**src/pip_pkg.sv**
```systemverilog
// Shared types and constants for the point-in-polygon-with-holes block.
package pip_pkg;

  // Width of the coordinate fields on the item channel
  localparam int unsigned IN_COORD_W = 16;

  // A hole with fewer vertices than this is skipped by queries
  localparam int unsigned MIN_HOLE_VERTICES = 3;

  typedef enum logic [1:0] {
    OP_CLEAR  = 2'd0,
    OP_APPEND = 2'd1,
    OP_HOLE   = 2'd2,
    OP_QUERY  = 2'd3
  } op_e;

  typedef enum logic [2:0] {
    S_IDLE,
    S_TBL,
    S_WALK,
    S_DRAIN,
    S_RESULT
  } state_e;

  // Vertex beat from the store into the edge unit
  typedef struct packed {
    logic valid;
    logic first;
  } edge_req_t;

  // Edge unit status back to the sequencer
  typedef struct packed {
    logic busy;
    logic flip;
  } edge_sts_t;

endpackage

```
**src/pip_edge.sv**
```systemverilog
// Edge crossing unit: forms edges from consecutive vertex beats and flags crossings.
module pip_edge import pip_pkg::*; #(
  parameter int unsigned COORD_BITS = 16
) (
  input  logic                         clk_i,
  input  logic                         rst_ni,
  input  edge_req_t                    req_i,
  input  logic signed [COORD_BITS-1:0] x_i,
  input  logic signed [COORD_BITS-1:0] y_i,
  input  logic signed [COORD_BITS-1:0] px_i,
  input  logic signed [COORD_BITS-1:0] py_i,
  output edge_sts_t                    sts_o
);

  localparam int unsigned DW = COORD_BITS + 1;
  localparam int unsigned PW = 2 * DW;

  logic signed [COORD_BITS-1:0] prev_x_q, prev_y_q;

  logic                 s1v_q, cross1_q;
  logic signed [DW-1:0] dxp_q, dyv_q, dxv_q, dpy_q;
  logic                 s1v_d, cross1_d;
  logic signed [DW-1:0] dxp_d, dyv_d, dxv_d, dpy_d;

  logic                 s2v_q, cross2_q, neg_q;
  logic signed [PW-1:0] lhs_q, rhs_q;
  logic signed [PW-1:0] lhs_d, rhs_d;

  logic cond;

  // Stage 1: crossing test and differences for the edge (current, previous)
  always_comb begin
    s1v_d    = req_i.valid && !req_i.first;
    cross1_d = (y_i >= py_i) != (prev_y_q >= py_i);
    dxp_d    = DW'(px_i) - DW'(x_i);
    dyv_d    = DW'(prev_y_q) - DW'(y_i);
    dxv_d    = DW'(prev_x_q) - DW'(x_i);
    dpy_d    = DW'(py_i) - DW'(y_i);
  end

  // Stage 2: cross-multiply instead of dividing by dy
  always_comb begin
    lhs_d = PW'(dxp_q) * PW'(dyv_q);
    rhs_d = PW'(dxv_q) * PW'(dpy_q);
  end

  // Stage 3: compare, direction set by the sign of dy
  always_comb begin
    cond  = neg_q ? (lhs_q >= rhs_q) : (lhs_q <= rhs_q);
    sts_o = '{busy: s1v_q || s2v_q, flip: s2v_q && cross2_q && cond};
  end

  // Hold the previous vertex of the walk
  always_ff @(posedge clk_i) begin
    if (req_i.valid) begin
      prev_x_q <= x_i;
      prev_y_q <= y_i;
    end
  end

  // Advance stage valids
  always_ff @(posedge clk_i or negedge rst_ni) begin
    if (!rst_ni) begin
      s1v_q <= 1'b0;
      s2v_q <= 1'b0;
    end else begin
      s1v_q <= s1v_d;
      s2v_q <= s1v_q;
    end
  end

  // Stage payload
  always_ff @(posedge clk_i) begin
    cross1_q <= cross1_d;
    dxp_q    <= dxp_d;
    dyv_q    <= dyv_d;
    dxv_q    <= dxv_d;
    dpy_q    <= dpy_d;
    cross2_q <= cross1_q;
    neg_q    <= dyv_q[DW-1];
    lhs_q    <= lhs_d;
    rhs_q    <= rhs_d;
  end

endmodule

```
**config.mk**
```make
export PLATFORM = sky130hd
export DESIGN_NAME = pip_edge
export DESIGN_NICKNAME = d
export VERILOG_FILES = /design/src/pip_pkg.sv /design/src/pip_edge.sv
export SDC_FILE = /design/constraint.sdc
export NUM_CORES = 2
export LEC_CHECK = 0
export BUFFER_PORTS_ARGS = -buffer_cell sky130_fd_sc_hd__buf_2
export CORE_UTILIZATION = 69
export DETAILED_ROUTE_END_ITERATION = 12
export GPL_ROUTABILITY_DRIVEN = 0
export PLACE_DENSITY = 0.85
export SLEW_MARGIN = 20
export SYNTH_ARGS = -nofsm -noshare
export SYNTH_HDL_FRONTEND = slang
export SYNTH_SLANG_ARGS = --single-unit
```
**constraint.sdc**
```tcl
create_clock -name clk_i -period 15.85 [get_ports clk_i]
set_clock_uncertainty 0.2 [all_clocks]
set_input_delay 2.3775 -clock clk_i [delete_from_list [all_inputs] [get_ports clk_i]]
set_output_delay 2.3775 -clock clk_i [all_outputs]
set_load 0.005 [all_outputs]
```
==> flow_summary.json <==
{
  "postCtsSetupRepairBufs": 0,
  "first_iter_violations": 1535,
  "io_buffers": 69,
  "final_hold_viol_count": 0,
  "path_class": "reg2reg",
  "cts_resized": 0,
  "worst_path_most_repeated_cell": "fa_1",
  "fp-row-count": 75,
  "clkTransAtPathRegs_ns": 0.07,
  "die_area_mm2": 0.0435,
  "final_area_mm2": 0.0308,
  "cp-start-kind": "register",
  "ys_seq_area_frac": 0.129,
  "synthCells": 3089,
  "period_share": 0.444,
  "cts_tree": "yes",
  "track_usage": 0.333,
  "cp_data_arrival_time_ns": 7.21,
  "dp_cells": 3621,
  "numCtsBuffers": 17,
  "cpPeakStageDelay_ns": 0.93,
  "core_area_mm2": 0.0420,
  "fmax_ghz": 0.142,
  "met2_usage": 0.588,
  "yosys.area.top_type": "fa_1",
  "synth_edf_count": 32,
  "drv_cap": 0,
  "clkSinkCount": 173,
  "die_w_um": 209,
  "synth-main-ff-cell": "dfxtp_1",
  "tightest_slew_ns": 0.835,
  "viasPerCell": 5.87,
  "root_buffer": "clkbuf_16",
  "slew_headroom": 0.443,
  "path_cells": "nand2_1 > inv_1 > fa_1 > fa_1 > fa_1 > fa_1 > fa_1 > inv_1 > fa_1 > inv_1 > ha_1 > a21o_1 > a21oi_1 > o22ai_1 > a21o_1 > or4_4 > a31o_1 > a21oi_2 > xnor2_1",
  "syn_area_per_cell_um2": 9.54,
  "ant_nets": 0,
  "setup_viol_count_final": 0,
  "drive_above_1_share": 0.0395,
  "grt_first_pass_wirelength_um": 114000,
  "cts_hold_buf": 0,
  "vias": 21400,
  "start_util": 0.701,
  "drc": 0,
  "finalCriticalPeriod_ns": 7.04,
  "overflow": 0,
  "cp.required_ns": 16.03,
  "place_area_mm2": 0.0302,
  "ys_warn_count": 0,
  "instances_no_fill": 3655,
  "yosys.area.top_type_share": 0.405,
  "wl_per_cell_um": 18.6,
  "grt_busiest_layer": "met2",
  "nNetsFinal": 4050,
  "cp_max_fo": 17,
  "dr.pass1.iters": 6,
  "synth_seq_cells": 173,
  "setup_tns_ns": 0,
  "place_hpwl_um": 56500,
  "syn_to_final_growth_pct": 4.61,
  "rsz0062_at_grt": "false",
  "ys_types": 69,
  "status": "completed",
  "die_height_um": 209,
  "postSynthNetCount": 4038,
  "postSynth.asyncResetShare": 0.0116,
  "cts_max_level": 4,
  "finalMaxSlewViolations": 0,
  "grt_pass1_vias": 24000,
  "critPathCaptureType": "register",
  "wirelength_um": 67900,
  "use_met1": 0.399,
  "cts_buffer_depth": 2,
  "clk_latency_ns": 0.47,
  "ys_top_cells_by_area": "fa_1 (40%), ha_1 (12%), dfxtp_1 (9.4%), inv_1 (9.0%), and2_1 (6.3%)",
  "met3_usage": 0.0573,
  "hold_class": "reg2reg",
  "grt_max_degree": 34,
  "antenna_found_initial": 9,
  "syn_area_mm2": 0.0295,
  "cp_slowest_cell": "fa_1",
  "ios": 70
}
## critical path: cells and delay by family, from the launching register on
family          cells  cell delay [ns]
flops               1             0.69
xor+xnor            1             0.15
simple gates        2             0.63
buf+inv             3             0.27
fa+ha+maj           7             3.87
compound gates      6             1.12
## final cells by class
class,instances,area (um2)
clock buffers,20,437
flip-flops and latches,173,3790
fillers,2849,11200
multi-input cells,2133,22700
diodes,2,5.00
inverters,707,2650
clock inverters,12,183
repair buffers,69,345
well taps,539,674
## final timing paths
kind	start	end	slack, ns	cells after the start
worst min-delay path	cross1_q	cross2_q	0.14	0
min in group asynchronous	rst_ni	s1v_q	1.49	1
worst max register to register	dxv_q[16]	rhs_q[32]	8.81	19
worst max-delay path	dxv_q[16]	rhs_q[32]	8.81	19
worst min register to register	cross1_q	cross2_q	0.14	0
max in group asynchronous	rst_ni	s2v_q	13.87	1
## cell families (layout without fill, tap and decap cells)
kind of cell,count (synthesis),after routing,synth area share
flops,173,173,0.129
compound gates,291,291,0.0660
buf+inv,783,808,0.0998
xor+xnor,114,114,0.0339
fa+ha+maj,881,881,0.526
mux,2,2,0.000722
other cells,0,2,0
simple gates,845,845,0.145
## per-stage QoR
step / hold WS (ns) / util / setup slack [ns]
finish: 0.136 / 0.733 / 8.81
detailed placement: 0.118 / 0.718 / 8.99
CTS: 0.134 / 0.733 / 8.87
floorplan: 0.110 / - / 9.42
global route: 0.155 / 0.733 / 8.51
global placement: 0.113 / 0.718 / 9.23
## synth_stat cells (6+ instances only)
cell,count
o21ai_1,22
fa_1,596
inv_1,707
nor2_1,112
a41o_1,8
nand2b_1,28
o21ai_0,37
and3_1,10
dfxtp_1,139
clkbuf_1,76
a21o_1,37
nand4_1,13
o21bai_1,7
nor3_1,31
nand3_1,20
xnor2_1,85
o211ai_1,7
nand2_1,288
and2_1,296
xor2_1,29
o21a_1,28
nor2b_1,21
a21oi_1,76
ha_1,285
edfxtp_1,32
o31ai_1,6
a211oi_1,12
## cell usage in the layout, fill, tap and decap left out, drive strengths merged, types with 7 or more instances in the layout
| master | instances |
|---|---|
| a211oi | 12 |
| a21boi | 7 |
| a21o | 37 |
| a21oi | 80 |
| a41o | 8 |
| and2 | 296 |
| and3 | 10 |
| buf | 69 |
| clkbuf | 20 |
| dfxtp | 139 |
| edfxtp | 32 |
| fa | 596 |
| ha | 285 |
| inv | 711 |
| nand2 | 288 |
| nand2b | 28 |
| nand3 | 20 |
| nand4 | 13 |
| nor2 | 112 |
| nor2b | 23 |
| nor3 | 32 |
| o211ai | 7 |
| o21a | 28 |
| o21ai | 60 |
| o21bai | 7 |
| o31ai | 8 |
| xnor2 | 85 |
| xor2 | 29 |
## flip-flops by register name, indices dropped and copies added (netlist names)
name      cells
dpy_q        17
dxp_q        17
lhs_q        34
s1v_q         1
dyv_q        17
cross2_q      1
prev_y_q     16
cross1_q      1
dxv_q        17
s2v_q         1
prev_x_q     16
rhs_q        34
neg_q         1
## routing by layer
layer,routed length (um),vias up
li1,-,9396
met1,25000,10900
met2,35200,890
met3,4640,247
met4,3090,12
met5,77,-
Power is left out: the tool's default activity adds up to more than one toggle a clock period on the data nets, which glitch-free logic cannot reach.
